==> src/sv/kar_pkg.sv <==
// shared constants, types and helpers for the key auto-repeat event queue
`default_nettype none

package kar_pkg;

    // sizing
    localparam int NUM_KEYS    = 8;
    localparam int QUEUE_DEPTH = 16;

    localparam int KEY_IDX_W = (NUM_KEYS > 1) ? $clog2(NUM_KEYS) : 1;
    localparam int Q_IDX_W   = $clog2(QUEUE_DEPTH);
    localparam int Q_CNT_W   = $clog2(QUEUE_DEPTH + 1);

    // field widths
    localparam int LEVEL_W    = 8;
    localparam int TIME_W     = 32;
    localparam int CFG_W      = 16;
    localparam int EVT_KEY_W  = 3;
    localparam int EVT_TYPE_W = 2;
    localparam int MODE_W     = 2;

    // stream widths, padded to whole bytes
    localparam int S_TDATA_W = ((LEVEL_W + TIME_W + 7) / 8) * 8;
    localparam int M_TDATA_W = ((EVT_KEY_W + EVT_TYPE_W + 7) / 8) * 8;

    // register port
    localparam int APB_ADDR_W = 4;
    localparam int APB_DATA_W = 32;
    localparam int REG_IDX_W  = 2;

    localparam logic [REG_IDX_W-1:0] REG_MIN_PRESS  = 2'd0;
    localparam logic [REG_IDX_W-1:0] REG_HOLD_DELAY = 2'd1;
    localparam logic [REG_IDX_W-1:0] REG_REPEAT     = 2'd2;

    localparam logic [CFG_W-1:0] MIN_PRESS_RST  = 16'd100;
    localparam logic [CFG_W-1:0] HOLD_DELAY_RST = 16'd300;
    localparam logic [CFG_W-1:0] REPEAT_RST     = 16'd100;

    // beat kinds on the input channel
    localparam logic KIND_SCAN = 1'b0;
    localparam logic KIND_POP  = 1'b1;

    // key modes
    localparam logic [MODE_W-1:0] MODE_IDLE  = 2'd0;
    localparam logic [MODE_W-1:0] MODE_CLICK = 2'd1;
    localparam logic [MODE_W-1:0] MODE_HOLD  = 2'd2;

    // event types
    localparam logic [EVT_TYPE_W-1:0] EVT_NONE  = 2'd0;
    localparam logic [EVT_TYPE_W-1:0] EVT_CLICK = 2'd1;
    localparam logic [EVT_TYPE_W-1:0] EVT_HOLD  = 2'd2;

    typedef struct packed {
        logic [CFG_W-1:0] min_press_ms;
        logic [CFG_W-1:0] hold_delay_ms;
        logic [CFG_W-1:0] repeat_ms;
    } cfg_t;

    // what one lane found on the last scan
    typedef struct packed {
        logic                  valid;
        logic [EVT_TYPE_W-1:0] etype;
    } lane_event_t;

    // merge stage to queue
    typedef struct packed {
        logic                  valid;
        logic [EVT_KEY_W-1:0]  key;
        logic [EVT_TYPE_W-1:0] etype;
    } push_t;

    typedef struct packed {
        logic [EVT_KEY_W-1:0]  key;
        logic [EVT_TYPE_W-1:0] etype;
    } entry_t;

    // low bits of a key index as the event key field
    function automatic logic [EVT_KEY_W-1:0] key_field(input logic [KEY_IDX_W-1:0] idx);
        logic [EVT_KEY_W+KEY_IDX_W-1:0] wide;
        wide = {{EVT_KEY_W{1'b0}}, idx};
        return wide[EVT_KEY_W-1:0];
    endfunction

endpackage

`default_nettype wire

==> src/sv/kar_key_lane.sv <==
// one key lane: mode and time stamp of a single key, updated on every scan
`default_nettype none

module kar_key_lane (
    input  wire                           aclk,
    input  wire                           aresetn,
    input  wire                           scan_en,
    input  wire                           pressed,
    input  wire [kar_pkg::TIME_W-1:0]     now_ms,
    input  kar_pkg::cfg_t                 cfg,
    output kar_pkg::lane_event_t          ev
);

    logic [kar_pkg::MODE_W-1:0] mode_reg, mode_next;
    logic [kar_pkg::TIME_W-1:0] stamp_reg, stamp_next;
    kar_pkg::lane_event_t       ev_reg, ev_next;

    logic [kar_pkg::TIME_W-1:0] elapsed;
    logic [kar_pkg::CFG_W-1:0]  threshold;
    logic                       expired;

    // elapsed time against the limit that applies in this mode
    always_comb begin
        elapsed = now_ms - stamp_reg;
        if (!pressed) begin
            threshold = cfg.min_press_ms;
        end else if (mode_reg == kar_pkg::MODE_CLICK) begin
            threshold = cfg.hold_delay_ms;
        end else begin
            threshold = cfg.repeat_ms;
        end
        expired = elapsed >= {{(kar_pkg::TIME_W - kar_pkg::CFG_W){1'b0}}, threshold};
    end

    // per-key mode transitions
    always_comb begin
        mode_next  = mode_reg;
        stamp_next = stamp_reg;
        ev_next    = ev_reg;
        if (scan_en) begin
            ev_next = '0;
            if (!pressed) begin
                if (mode_reg != kar_pkg::MODE_IDLE && expired) begin
                    mode_next  = kar_pkg::MODE_IDLE;
                    stamp_next = '0;
                end
            end else begin
                case (mode_reg)
                    kar_pkg::MODE_CLICK: begin
                        if (expired) begin
                            mode_next     = kar_pkg::MODE_HOLD;
                            stamp_next    = now_ms;
                            ev_next.valid = 1'b1;
                            ev_next.etype = kar_pkg::EVT_HOLD;
                        end
                    end
                    kar_pkg::MODE_HOLD: begin
                        if (expired) begin
                            stamp_next    = now_ms;
                            ev_next.valid = 1'b1;
                            ev_next.etype = kar_pkg::EVT_HOLD;
                        end
                    end
                    default: begin
                        mode_next     = kar_pkg::MODE_CLICK;
                        stamp_next    = now_ms;
                        ev_next.valid = 1'b1;
                        ev_next.etype = kar_pkg::EVT_CLICK;
                    end
                endcase
            end
        end
    end

    // lane state
    always_ff @(posedge aclk) begin
        if (!aresetn) begin
            mode_reg  <= kar_pkg::MODE_IDLE;
            stamp_reg <= '0;
            ev_reg    <= '0;
        end else begin
            mode_reg  <= mode_next;
            stamp_reg <= stamp_next;
            ev_reg    <= ev_next;
        end
    end

    assign ev = ev_reg;

endmodule

`default_nettype wire

==> src/sv/kar_merge.sv <==
// merge stage: walks the lanes in key order and pushes their events one a cycle
`default_nettype none

module kar_merge (
    input  wire                   aclk,
    input  wire                   aresetn,
    input  wire                   start,
    input  kar_pkg::lane_event_t  lane_ev [kar_pkg::NUM_KEYS],
    output kar_pkg::push_t        push,
    output logic                  busy
);

    localparam logic [kar_pkg::KEY_IDX_W-1:0] LAST_KEY =
        kar_pkg::KEY_IDX_W'(kar_pkg::NUM_KEYS - 1);

    logic                          active_reg, active_next;
    logic [kar_pkg::KEY_IDX_W-1:0] idx_reg, idx_next;

    // walk control
    always_comb begin
        active_next = active_reg;
        idx_next    = idx_reg;
        if (start) begin
            active_next = 1'b1;
            idx_next    = '0;
        end else if (active_reg) begin
            if (idx_reg == LAST_KEY) begin
                active_next = 1'b0;
            end else begin
                idx_next = idx_reg + 1'b1;
            end
        end
    end

    always_ff @(posedge aclk) begin
        if (!aresetn) begin
            active_reg <= 1'b0;
            idx_reg    <= '0;
        end else begin
            active_reg <= active_next;
            idx_reg    <= idx_next;
        end
    end

    // event of the current key towards the queue
    always_comb begin
        push.valid = active_reg && lane_ev[idx_reg].valid;
        push.key   = kar_pkg::key_field(idx_reg);
        push.etype = lane_ev[idx_reg].etype;
    end

    assign busy = active_reg;

endmodule

`default_nettype wire

==> src/sv/kar_event_queue.sv <==
// ring fifo of events: drops pushes when full, registered read on pop
`default_nettype none

module kar_event_queue (
    input  wire                  aclk,
    input  wire                  aresetn,
    input  kar_pkg::push_t       push,
    input  wire                  pop,
    output kar_pkg::entry_t      rd_entry,
    output logic                 rd_empty
);

    localparam logic [kar_pkg::Q_IDX_W-1:0] LAST_SLOT =
        kar_pkg::Q_IDX_W'(kar_pkg::QUEUE_DEPTH - 1);
    localparam logic [kar_pkg::Q_IDX_W:0]   DEPTH_EXT =
        (kar_pkg::Q_IDX_W + 1)'(kar_pkg::QUEUE_DEPTH);
    localparam logic [kar_pkg::Q_CNT_W-1:0] DEPTH_CNT =
        kar_pkg::Q_CNT_W'(kar_pkg::QUEUE_DEPTH);

    kar_pkg::entry_t store_mem [kar_pkg::QUEUE_DEPTH];

    logic [kar_pkg::Q_IDX_W-1:0] head_reg, head_next;
    logic [kar_pkg::Q_CNT_W-1:0] count_reg, count_next;
    kar_pkg::entry_t             rd_entry_reg;
    logic                        rd_empty_reg;

    logic                        full;
    logic                        push_ok;
    logic                        pop_ok;
    logic [kar_pkg::Q_IDX_W:0]   tail_sum;
    logic [kar_pkg::Q_IDX_W:0]   tail_wrap;
    logic [kar_pkg::Q_IDX_W-1:0] tail;

    // write slot: head plus count, wrapped once
    always_comb begin
        full      = count_reg == DEPTH_CNT;
        push_ok   = push.valid && !full;
        pop_ok    = pop && (count_reg != '0);
        tail_sum  = (kar_pkg::Q_IDX_W + 1)'(head_reg) + (kar_pkg::Q_IDX_W + 1)'(count_reg);
        tail_wrap = (tail_sum >= DEPTH_EXT) ? (tail_sum - DEPTH_EXT) : tail_sum;
        tail      = tail_wrap[kar_pkg::Q_IDX_W-1:0];
    end

    // head and fill count
    always_comb begin
        head_next = head_reg;
        if (pop_ok) begin
            head_next = (head_reg == LAST_SLOT) ? '0 : head_reg + 1'b1;
        end
        case ({push_ok, pop_ok})
            2'b10:   count_next = count_reg + 1'b1;
            2'b01:   count_next = count_reg - 1'b1;
            default: count_next = count_reg;
        endcase
    end

    always_ff @(posedge aclk) begin
        if (!aresetn) begin
            head_reg     <= '0;
            count_reg    <= '0;
            rd_empty_reg <= 1'b1;
        end else begin
            head_reg  <= head_next;
            count_reg <= count_next;
            if (pop) begin
                rd_empty_reg <= count_reg == '0;
            end
        end
    end

    // event store write
    always_ff @(posedge aclk) begin
        if (push_ok) begin
            store_mem[tail] <= '{key: push.key, etype: push.etype};
        end
    end

    // event store read
    always_ff @(posedge aclk) begin
        if (pop) begin
            rd_entry_reg <= store_mem[head_reg];
        end
    end

    assign rd_entry = rd_entry_reg;
    assign rd_empty = rd_empty_reg;

`ifndef SYNTH
    a_count_bound: assert property (@(posedge aclk) disable iff (!aresetn)
        count_reg <= DEPTH_CNT)
        else $error("event queue count above depth");

    a_full_drop: assert property (@(posedge aclk) disable iff (!aresetn)
        (push.valid && full && !pop) |=> $stable(count_reg) && $stable(head_reg))
        else $error("push into full queue changed its state");

    a_no_push_pop: assert property (@(posedge aclk) disable iff (!aresetn)
        !(push.valid && pop))
        else $error("push and pop in the same cycle");
`endif

endmodule

`default_nettype wire

==> src/sv/key_auto_repeat_event_queue_top.sv <==
// top level: register port, item sequencing, key lanes, merge stage, queue, output register
//
//  channel   dir  handshake          payload
//  s_        in   s_tvalid/s_tready  s_tuser: kind; s_tdata: key_levels, now_ms
//  m_        out  m_tvalid/m_tready  m_tdata: event_key, event_type
//  apb       in   psel/penable       paddr, pwdata, prdata (pready tied high)
//
//  a scan beat: all lanes update at the accept edge,
//  the merge stage pushes one key's event per cycle, then the sequencer returns to idle
//  a pop beat does the registered fifo read, then loads m_
//  a pop waits while a previous result sits unaccepted in the output register
//  reset (aresetn low, synchronous) puts all keys idle and empties the queue
`default_nettype none

module key_auto_repeat_event_queue_top (
    input  wire                                aclk,
    input  wire                                aresetn,
    // input stream
    input  wire                                s_tvalid,
    output logic                               s_tready,
    input  wire [kar_pkg::S_TDATA_W-1:0]       s_tdata,   // key_levels[7:0], now_ms[39:8]
    input  wire                                s_tuser,   // kind[0]
    // result stream
    output logic                               m_tvalid,
    input  wire                                m_tready,
    output logic [kar_pkg::M_TDATA_W-1:0]      m_tdata,   // event_key[2:0], event_type[4:3]
    // register port
    input  wire                                psel,
    input  wire                                penable,
    input  wire                                pwrite,
    input  wire [kar_pkg::APB_ADDR_W-1:0]      paddr,
    input  wire [kar_pkg::APB_DATA_W-1:0]      pwdata,
    output logic [kar_pkg::APB_DATA_W-1:0]     prdata,
    output logic                               pready
);

    localparam logic [1:0] ST_IDLE = 2'd0;
    localparam logic [1:0] ST_SCAN = 2'd1;
    localparam logic [1:0] ST_POP  = 2'd2;

    logic [1:0] state_reg, state_next;

    kar_pkg::cfg_t cfg_reg, cfg_next;

    logic                          m_tvalid_reg, m_tvalid_next;
    logic [kar_pkg::M_TDATA_W-1:0] m_tdata_reg, m_tdata_next;

    logic                          in_accept;
    logic                          scan_start;
    logic                          pop_start;
    logic                          out_load;
    logic [kar_pkg::LEVEL_W-1:0]   key_levels;
    logic [kar_pkg::TIME_W-1:0]    now_ms;
    logic [kar_pkg::REG_IDX_W-1:0] reg_idx;
    logic                          cfg_wr;

    kar_pkg::lane_event_t lane_ev [kar_pkg::NUM_KEYS];
    kar_pkg::push_t       push;
    logic                 merge_busy;
    kar_pkg::entry_t      rd_entry;
    logic                 rd_empty;

    // input beat decode
    assign s_tready   = state_reg == ST_IDLE;
    assign in_accept  = s_tvalid && s_tready;
    assign scan_start = in_accept && (s_tuser == kar_pkg::KIND_SCAN);
    assign pop_start  = in_accept && (s_tuser == kar_pkg::KIND_POP);
    assign key_levels = s_tdata[kar_pkg::LEVEL_W-1:0];
    assign now_ms     = s_tdata[kar_pkg::LEVEL_W+kar_pkg::TIME_W-1:kar_pkg::LEVEL_W];

    // register port
    assign pready  = 1'b1;
    assign reg_idx = paddr[kar_pkg::REG_IDX_W+1:2];
    assign cfg_wr  = psel && penable && pwrite && pready;

    always_comb begin
        cfg_next = cfg_reg;
        if (cfg_wr) begin
            case (reg_idx)
                kar_pkg::REG_MIN_PRESS:  cfg_next.min_press_ms  = pwdata[kar_pkg::CFG_W-1:0];
                kar_pkg::REG_HOLD_DELAY: cfg_next.hold_delay_ms = pwdata[kar_pkg::CFG_W-1:0];
                kar_pkg::REG_REPEAT:     cfg_next.repeat_ms     = pwdata[kar_pkg::CFG_W-1:0];
                default:                 cfg_next = cfg_reg;
            endcase
        end
    end

    always_comb begin
        case (reg_idx)
            kar_pkg::REG_MIN_PRESS:
                prdata = kar_pkg::APB_DATA_W'(cfg_reg.min_press_ms);
            kar_pkg::REG_HOLD_DELAY:
                prdata = kar_pkg::APB_DATA_W'(cfg_reg.hold_delay_ms);
            kar_pkg::REG_REPEAT:
                prdata = kar_pkg::APB_DATA_W'(cfg_reg.repeat_ms);
            default:
                prdata = '0;
        endcase
    end

    // key lanes, keys past the level field read as released
    for (genvar k = 0; k < kar_pkg::NUM_KEYS; k++) begin : g_lane
        logic pressed;
        if (k < kar_pkg::LEVEL_W) begin : g_level
            assign pressed = key_levels[k];
        end else begin : g_none
            assign pressed = 1'b0;
        end
        kar_key_lane u_lane (
            .aclk    (aclk),
            .aresetn (aresetn),
            .scan_en (scan_start),
            .pressed (pressed),
            .now_ms  (now_ms),
            .cfg     (cfg_reg),
            .ev      (lane_ev[k])
        );
    end

    kar_merge u_merge (
        .aclk    (aclk),
        .aresetn (aresetn),
        .start   (scan_start),
        .lane_ev (lane_ev),
        .push    (push),
        .busy    (merge_busy)
    );

    kar_event_queue u_queue (
        .aclk     (aclk),
        .aresetn  (aresetn),
        .push     (push),
        .pop      (pop_start),
        .rd_entry (rd_entry),
        .rd_empty (rd_empty)
    );

    // item sequencing
    assign out_load = (state_reg == ST_POP) && (!m_tvalid_reg || m_tready);

    always_comb begin
        state_next = state_reg;
        case (state_reg)
            ST_IDLE: begin
                if (scan_start) begin
                    state_next = ST_SCAN;
                end else if (pop_start) begin
                    state_next = ST_POP;
                end
            end
            ST_SCAN: begin
                if (!merge_busy) begin
                    state_next = ST_IDLE;
                end
            end
            ST_POP: begin
                if (out_load) begin
                    state_next = ST_IDLE;
                end
            end
            default: state_next = ST_IDLE;
        endcase
    end

    // output register
    always_comb begin
        m_tvalid_next = m_tvalid_reg;
        m_tdata_next  = m_tdata_reg;
        if (out_load) begin
            m_tvalid_next = 1'b1;
            if (rd_empty) begin
                m_tdata_next = kar_pkg::M_TDATA_W'({kar_pkg::EVT_NONE,
                                                    {kar_pkg::EVT_KEY_W{1'b0}}});
            end else begin
                m_tdata_next = kar_pkg::M_TDATA_W'({rd_entry.etype, rd_entry.key});
            end
        end else if (m_tready) begin
            m_tvalid_next = 1'b0;
        end
    end

    always_ff @(posedge aclk) begin
        if (!aresetn) begin
            state_reg            <= ST_IDLE;
            m_tvalid_reg         <= 1'b0;
            cfg_reg.min_press_ms  <= kar_pkg::MIN_PRESS_RST;
            cfg_reg.hold_delay_ms <= kar_pkg::HOLD_DELAY_RST;
            cfg_reg.repeat_ms     <= kar_pkg::REPEAT_RST;
        end else begin
            state_reg    <= state_next;
            m_tvalid_reg <= m_tvalid_next;
            cfg_reg      <= cfg_next;
        end
    end

    always_ff @(posedge aclk) begin
        m_tdata_reg <= m_tdata_next;
    end

    assign m_tvalid = m_tvalid_reg;
    assign m_tdata  = m_tdata_reg;

`ifndef SYNTH
    a_scan_done: assert property (@(posedge aclk) disable iff (!aresetn)
        (state_reg == ST_SCAN && !merge_busy) |=> (state_reg == ST_IDLE))
        else $error("scan did not return to idle after the merge finished");
`endif

endmodule

`default_nettype wire
==> config.mk <==
export PLATFORM = sky130hd
export DESIGN_NAME = key_auto_repeat_event_queue_top
export DESIGN_NICKNAME = d
export VERILOG_FILES = /design/src/sv/kar_pkg.sv /design/src/sv/kar_key_lane.sv /design/src/sv/kar_merge.sv /design/src/sv/kar_event_queue.sv /design/src/sv/key_auto_repeat_event_queue_top.sv
export SDC_FILE = /design/constraint.sdc
export NUM_CORES = 2
export LEC_CHECK = 0
export BUFFER_PORTS_ARGS = -buffer_cell sky130_fd_sc_hd__buf_2
export CAP_MARGIN = 20
export CORE_MARGIN = 5
export CORE_UTILIZATION = 58
export CTS_CLUSTER_DIAMETER = 30
export DETAILED_ROUTE_END_ITERATION = 8
export PLACE_DENSITY = 0.77
export SYNTH_ARGS = -nofsm -noshare
export SYNTH_HDL_FRONTEND = slang
export SYNTH_SLANG_ARGS = --single-unit
==> constraint.sdc <==
create_clock -name aclk -period 6.6 [get_ports aclk]
set_clock_uncertainty 0.1 [all_clocks]
set_input_delay 0.33 -clock aclk [delete_from_list [all_inputs] [get_ports aclk]]
set_output_delay 0.33 -clock aclk [all_outputs]
set_load 0.005 [all_outputs]
Word level (Yosys, flattened, before mapping)
Memory sizes are Yosys's and may differ from the RTL's. A register that Yosys moved wholly into a read port is not among the register bits.
Cells that the tools add are included.
{ "classes": {"n_addsub": 14, "n_lt_le_gt_ge": 10, "eq_ne": 52, "muxes": 123, "bitwise_logic": 4, "n_reduce_logical": 72} }
{ "op_table": {"columns": ["op", "n"], "rows": [
  ["two-way mux 32 bit", 32],
  [">= comparator 32 x 16 -> 1 bit", 8],
  ["two-way mux 16 bit", 16],
  ["subtractor 32 bit", 8],
  ["two-way mux 3 bit", 26],
  ["two-way mux 2 bit", 28],
  ["!= test 3 x 2 -> 1 bit (second input constant)", 16],
  ["one-hot mux 16 bit (3 select lines)", 1],
  ["nonzero test 2 bit", 18],
  ["one-hot mux 2 bit (2 select lines)", 8],
  ["AND reduction 4 bit", 8],
  ["AND reduction 3 bit", 9],
  ["equality test 2 x 1 -> 1 bit (second input constant)", 11],
  ["equality test 2 bit (second input constant)", 11],
  ["!= test 2 bit (second input constant)", 10],
  ["OR reduction 2 bit", 9],
  ["logical AND 1 bit", 17],
  ["one-hot mux 5 bit (2 select lines)", 1],
  ["binary-select mux 3 bit (select 3 bit)", 1],
  ["two-way mux 4 bit", 2],
  ["AND reduction 2 bit", 4],
  ["two-way mux 1 bit", 7],
  ["one-hot mux 2 bit (3 select lines)", 1],
  ["adder 4 x 5 -> 5 bit", 1],
  ["other kinds (18)", 22]
]} }
{ "totals": {"register_bits": 369, "mem_bits_rw": 80, "in_bits": 84, "output_inout_bits": 43, "elab_cells": 320, "mem_count": 1} }
{ "memory_table": {"columns": ["name", "depth", "width", "read_ports", "rd_clocked_by_memory_dff", "write_ports", "line_no", "text"], "rows": [
  ["u_queue.store_mem", 16, 5, 1, 1, 1, "kar_event_queue.sv:20", "kar_pkg::entry_t store_mem [kar_pkg::QUEUE_DEPTH];"]
]} }

Logic depth before layout (Yosys ltp)
{ "logic_depth": {"word_depth": 8, "mapped_depth": 28, "ltp_nobuf": 25} }

Modules after synthesis
From an unflattened synthesis, not the netlist that was laid out.
{ "unflattened": {"hier_cells": 5657, "area_unflattened_um2": 43583.0} }
{ "modules_own_cells": {"columns": ["mod", "instances", "cells_per_inst", "area_per_inst_um2", "seq_area_each_um2"], "rows": [
  ["kar_key_lane at g_lane[0].u_lane ...", 5, 699, 4844.6, 740.7],
  ["kar_key_lane at g_lane[6].u_lane ...", 2, 526, 4051.4, 740.7],
  ["kar_key_lane at g_lane[1].u_lane", 1, 546, 4161.5, 740.7],
  ["kar_event_queue", 1, 246, 4021.4, 2752.6],
  ["key_auto_repeat_event_queue_top", 1, 287, 2692.6, 1171.1],
  ["kar_merge", 1, 31, 381.6, 80.1]
]} }

Worst setup path after synthesis
OpenSTA, ideal clock, no wires.
{ "synth_path": {"path_kind": "input to register", "start": "in s_tdata[8] (netlist name)", "end": "reg g_lane[1].u_lane.ev_reg (netlist bit g_lane[1].u_lane.ev[2])", "setup_ns": 0.116, "arrival_time_ns": 5.218, "required_ns": 6.384, "path_slack_ns": 1.166, "stages": 22, "path_buffers": 3, "path_cell_list": "clkbuf_1 > inv_1 > ha_1 > fa_1 > nand2b_1 > a21oi_1 > o32ai_1 > o41ai_1 > xor2_1 > ha_1 > o21ai_0 > o22ai_1 > nor4_1 > o2111ai_1 > a2111oi_0 > o311ai_0 > nor4_2 > a41oi_1 > and2_1 > clkbuf_1 > clkbuf_1 > a31o_2"} }
{ "synth_via": {"elab_chain_len": 5} }
{ "synth_lines": {"columns": ["element", "line_no", "text"], "rows": [
  ["start, declared", "key_auto_repeat_event_queue_top.sv:21", "input wire [kar_pkg::S_TDATA_W-1:0] s_tdata,"],
  ["subtractor 32 bit", "kar_key_lane.sv:24", "elapsed = now_ms - stamp_reg;"],
  [">= comparator 32 x 16 -> 1 bit", "kar_key_lane.sv:32", "expired = elapsed >= {{(kar_pkg::TIME_W - kar_pkg::CFG_W){1'b0}}, threshold};"],
  ["two-way mux 3 bit", "kar_key_lane.sv:50, kar_key_lane.sv:58", null],
  ["two-way mux 3 bit", null, null],
  ["two-way mux 3 bit", "kar_key_lane.sv:42", "if (!pressed) begin"],
  ["end signal, assigned", "kar_key_lane.sv:84", "ev_reg <= ev_next;"],
  ["end, declared", "kar_key_lane.sv:16", "kar_pkg::lane_event_t ev_reg, ev_next;"]
]} }
No other way between the ends.
A chain may end at the register's enable or synchronous reset.

Final worst setup path
{ "layout_path": {"start": "reg g_lane[1].u_lane.stamp_reg[0] (netlist name)", "end": "reg g_lane[1].u_lane.ev_reg (netlist bit g_lane[1].u_lane.ev[2])"} }
{ "layout_via": {"elab_chain_len": 5} }
{ "layout_lines": {"columns": ["element", "line_no", "text"], "rows": [
  ["start, declared", "kar_key_lane.sv:15", "logic [kar_pkg::TIME_W-1:0] stamp_reg, stamp_next;"],
  ["start signal, assigned", "kar_key_lane.sv:83", "stamp_reg <= stamp_next;"],
  ["subtractor 32 bit", "kar_key_lane.sv:24", null],
  [">= comparator 32 x 16 -> 1 bit", "kar_key_lane.sv:32", null],
  ["two-way mux 3 bit", "kar_key_lane.sv:50, kar_key_lane.sv:58", null],
  ["two-way mux 3 bit", null, null],
  ["two-way mux 3 bit", "kar_key_lane.sv:42", null]
]} }
No other way between the ends.

==> run metrics <==
status finished, final reports clean; syn avg cell area 7.97 um^2; library cells used by synthesis just under 100; Post-synth ARST share 0%; die height approximately 270 um; layout cells sized above 1 8.57%; worst vdd ir 198 uV; kind of critical path flop to flop; Tcrit/Tclk final between 80 and 90%; vias after detailed routing between 30000 and 40000; post-layout util between 60% and 70%; CP Data Arrival Time 6.38 ns; clk sinks 451; crit-path max FO 18; synth top area cells dfxtp_1 18%, ha_1 13%, mux2i_1 7.6%, edfxtp_1 6.8%, a21oi_1 5.6%; synthesis-to-layout area growth 11.7%; max incr delay on CP between 0.8 and 0.9 ns; GRT Resource Usage Total between 30% and 40%; Final Net Count 5412; final max-slew violation count 0; Yosys top cell area share 18.3%; max FFs per register 256; CP cell instances ha_1 -> fa_1 -> nand2b_1 -> a21oi_1 -> o32ai_1 -> o41ai_1 -> xor2_1 -> ha_1 -> nand4_1 -> nor2_1 -> a311oi_1 -> o2111ai_1 -> a2111oi_0 -> o311ai_0 -> nor4_2 -> a41oi_1 -> and2_1 -> buf_4 -> a31o_2; drt drc 0; CTS hold repair buffers 24; dpl hpwl approximately 91000 um; most used flip-flop cell after synthesis dfxtp_1; sequential element share of the synthesized area between 20 and 30%; commonest cells after routing, fill and taps aside 556 x nand2_1, 439 x a21oi_1, 410 x ha_1, 361 x dfxtp_1, 331 x inv_1; WP data required 7.05 ns; Pre-antenna DRT Iters 6; GPL Wtd Cong around 0.97; Vias/cell 6.51; Detailed Route Iter0 Violations roughly 4200; DP Cell Count ~5700; Post-DRT Antenna Nets 0; post-CTS sizing 0; Syn Inst Count around 5000; Port-buffer cells between 80 and 90; Worst Hold Class primary input to flop; WP buf/inv 1; Starting Density 58.6%; largest net degree at the start of global routing 144; final instance area about 44000 um^2; WL final ~130000 um; Critical Path End Type flop; hold_ws 0.0109 ns; Critical Path Start Type flop; Post-synth EDFFs 90; max_cap viols 0; Slowest-stage cell, CP o41ai_1; global route overflow 0; clock slew at the register clock pins of the worst setup and hold paths approximately 0.05 ns; area leader, netlist dfxtp_1; Pleak 17.0 nW; Setup WS post-layout 0.671 ns; core area slightly below 70000 um^2; FMAX between 150 and 200 MHz; CP top delay family compound AO/OA/AOI/OAI gates; number of synthesized register bits around 450; Core Rows 95; Finished Layout Cells between 5000 and 6000; TritonCTS Buffers ~100; H-tree depth 3; Rel. slew slack 16.5%; Final Hold Fails 0; Clock Latency Late Sink about 0.66 ns; Final Power roughly 10 mW; CTS tree yes; most common cell after layout, fill and taps aside nand2_1; routed length per instance 22.3 um; Clock Root Buffer clkbuf_16; Worst Tran Pin Value roughly 1.3 ns; Die X between 200 and 300 um; most used cell, CP ha_1; DP Area around 40000 um^2; Pwr Density 235 nW/um^2; vias in the first global route roughly 35000; fin crit period 5.93 ns; initial antenna violation count 6; pre-CTS worst setup slack 0.431 ns; Final Setup Violations 0; RSZ-0062 raised after global routing false; Synth Warn # 0; fillers roughly 5600; I/O pin count roughly 130; Die ar. 73400 um^2; first-pass GRT wire length 198000 um; worst-case clock buffer depth 3; setup bufs post-CTS 0; setup TNS 0 ns; Post-Synthesis Cell Area just under 40000 um^2
[kinds of logic after synthesis]
logic type      count (synthesis)  synth area share [%]
other cells                     2                0.0190
simple gates                 1500                  17.9
fa+ha+maj                     420                  13.5
flops                         451                  25.1
buf+inv                       693                  6.99
compound gates               1373                  23.0
mux                           335                  9.49
xor+xnor                      179                  3.97
[cells in the mapped netlist (40+ instances only)]
cell,n
nor2_1,306
a21oi_1,440
a21o_1,122
mux2i_1,298
dfxtp_1,361
clkbuf_1,231
edfxtp_1,90
nand4_1,74
nor2b_1,51
nand2_1,556
o21a_1,61
a22o_1,97
ha_1,410
nand3_1,212
a31oi_1,40
inv_1,332
nor3_1,53
buf_1,74
xnor2_1,111
nand2b_1,40
xor2_1,68
o21ai_0,242
[report_power, final]
group	switching, mW	internal [mW]	total [mW]
Clock	1.79	3.38	5.17
Sequential	0.0607	2.88	2.94
Combinational	1.39	0.869	2.25
Total	3.24	7.12	10.4
[path summary, 6_finish.rpt]
path                                  from                      to  depth (start not counted)  slack, ns
max          g_lane[1].u_lane.stamp_reg[0]  g_lane[1].u_lane.ev[2]                         19       0.67
min                                aresetn              cfg_reg[5]                          2       0.01
min reg2reg         g_lane[3].u_lane.ev[0]  g_lane[3].u_lane.ev[0]                          2       0.35
max reg2reg  g_lane[1].u_lane.stamp_reg[0]  g_lane[1].u_lane.ev[2]                         19       0.67
[per-layer routing]
| metal | GRT usage [%] | vias up | wire length (um) |
|---|---|---|---|
| met5 | 0 | - | 67 |
| met4 | 13.4 | 10 | 5920 |
| met3 | 10.1 | 389 | 15600 |
| met2 | 50.7 | 1931 | 55000 |
| met1 | 45.6 | 18000 | 54600 |
| li1 | - | 17900 | - |
[area by class of cell]
cell class / count / area (um^2) / area share [%]
clock inverters: 67 / 911 / 2.06
inverters: 335 / 1260 / 2.85
well taps: 873 / 1090 / 2.48
clock buffers: 119 / 2640 / 5.99
repair buffers: 195 / 1350 / 3.06
multi-input cells: 3827 / 26900 / 61.0
flip-flops and latches: 451 / 9930 / 22.5
diodes: 4 / 10.0 / 0.0227
Power figures use the tool's default switching activity.
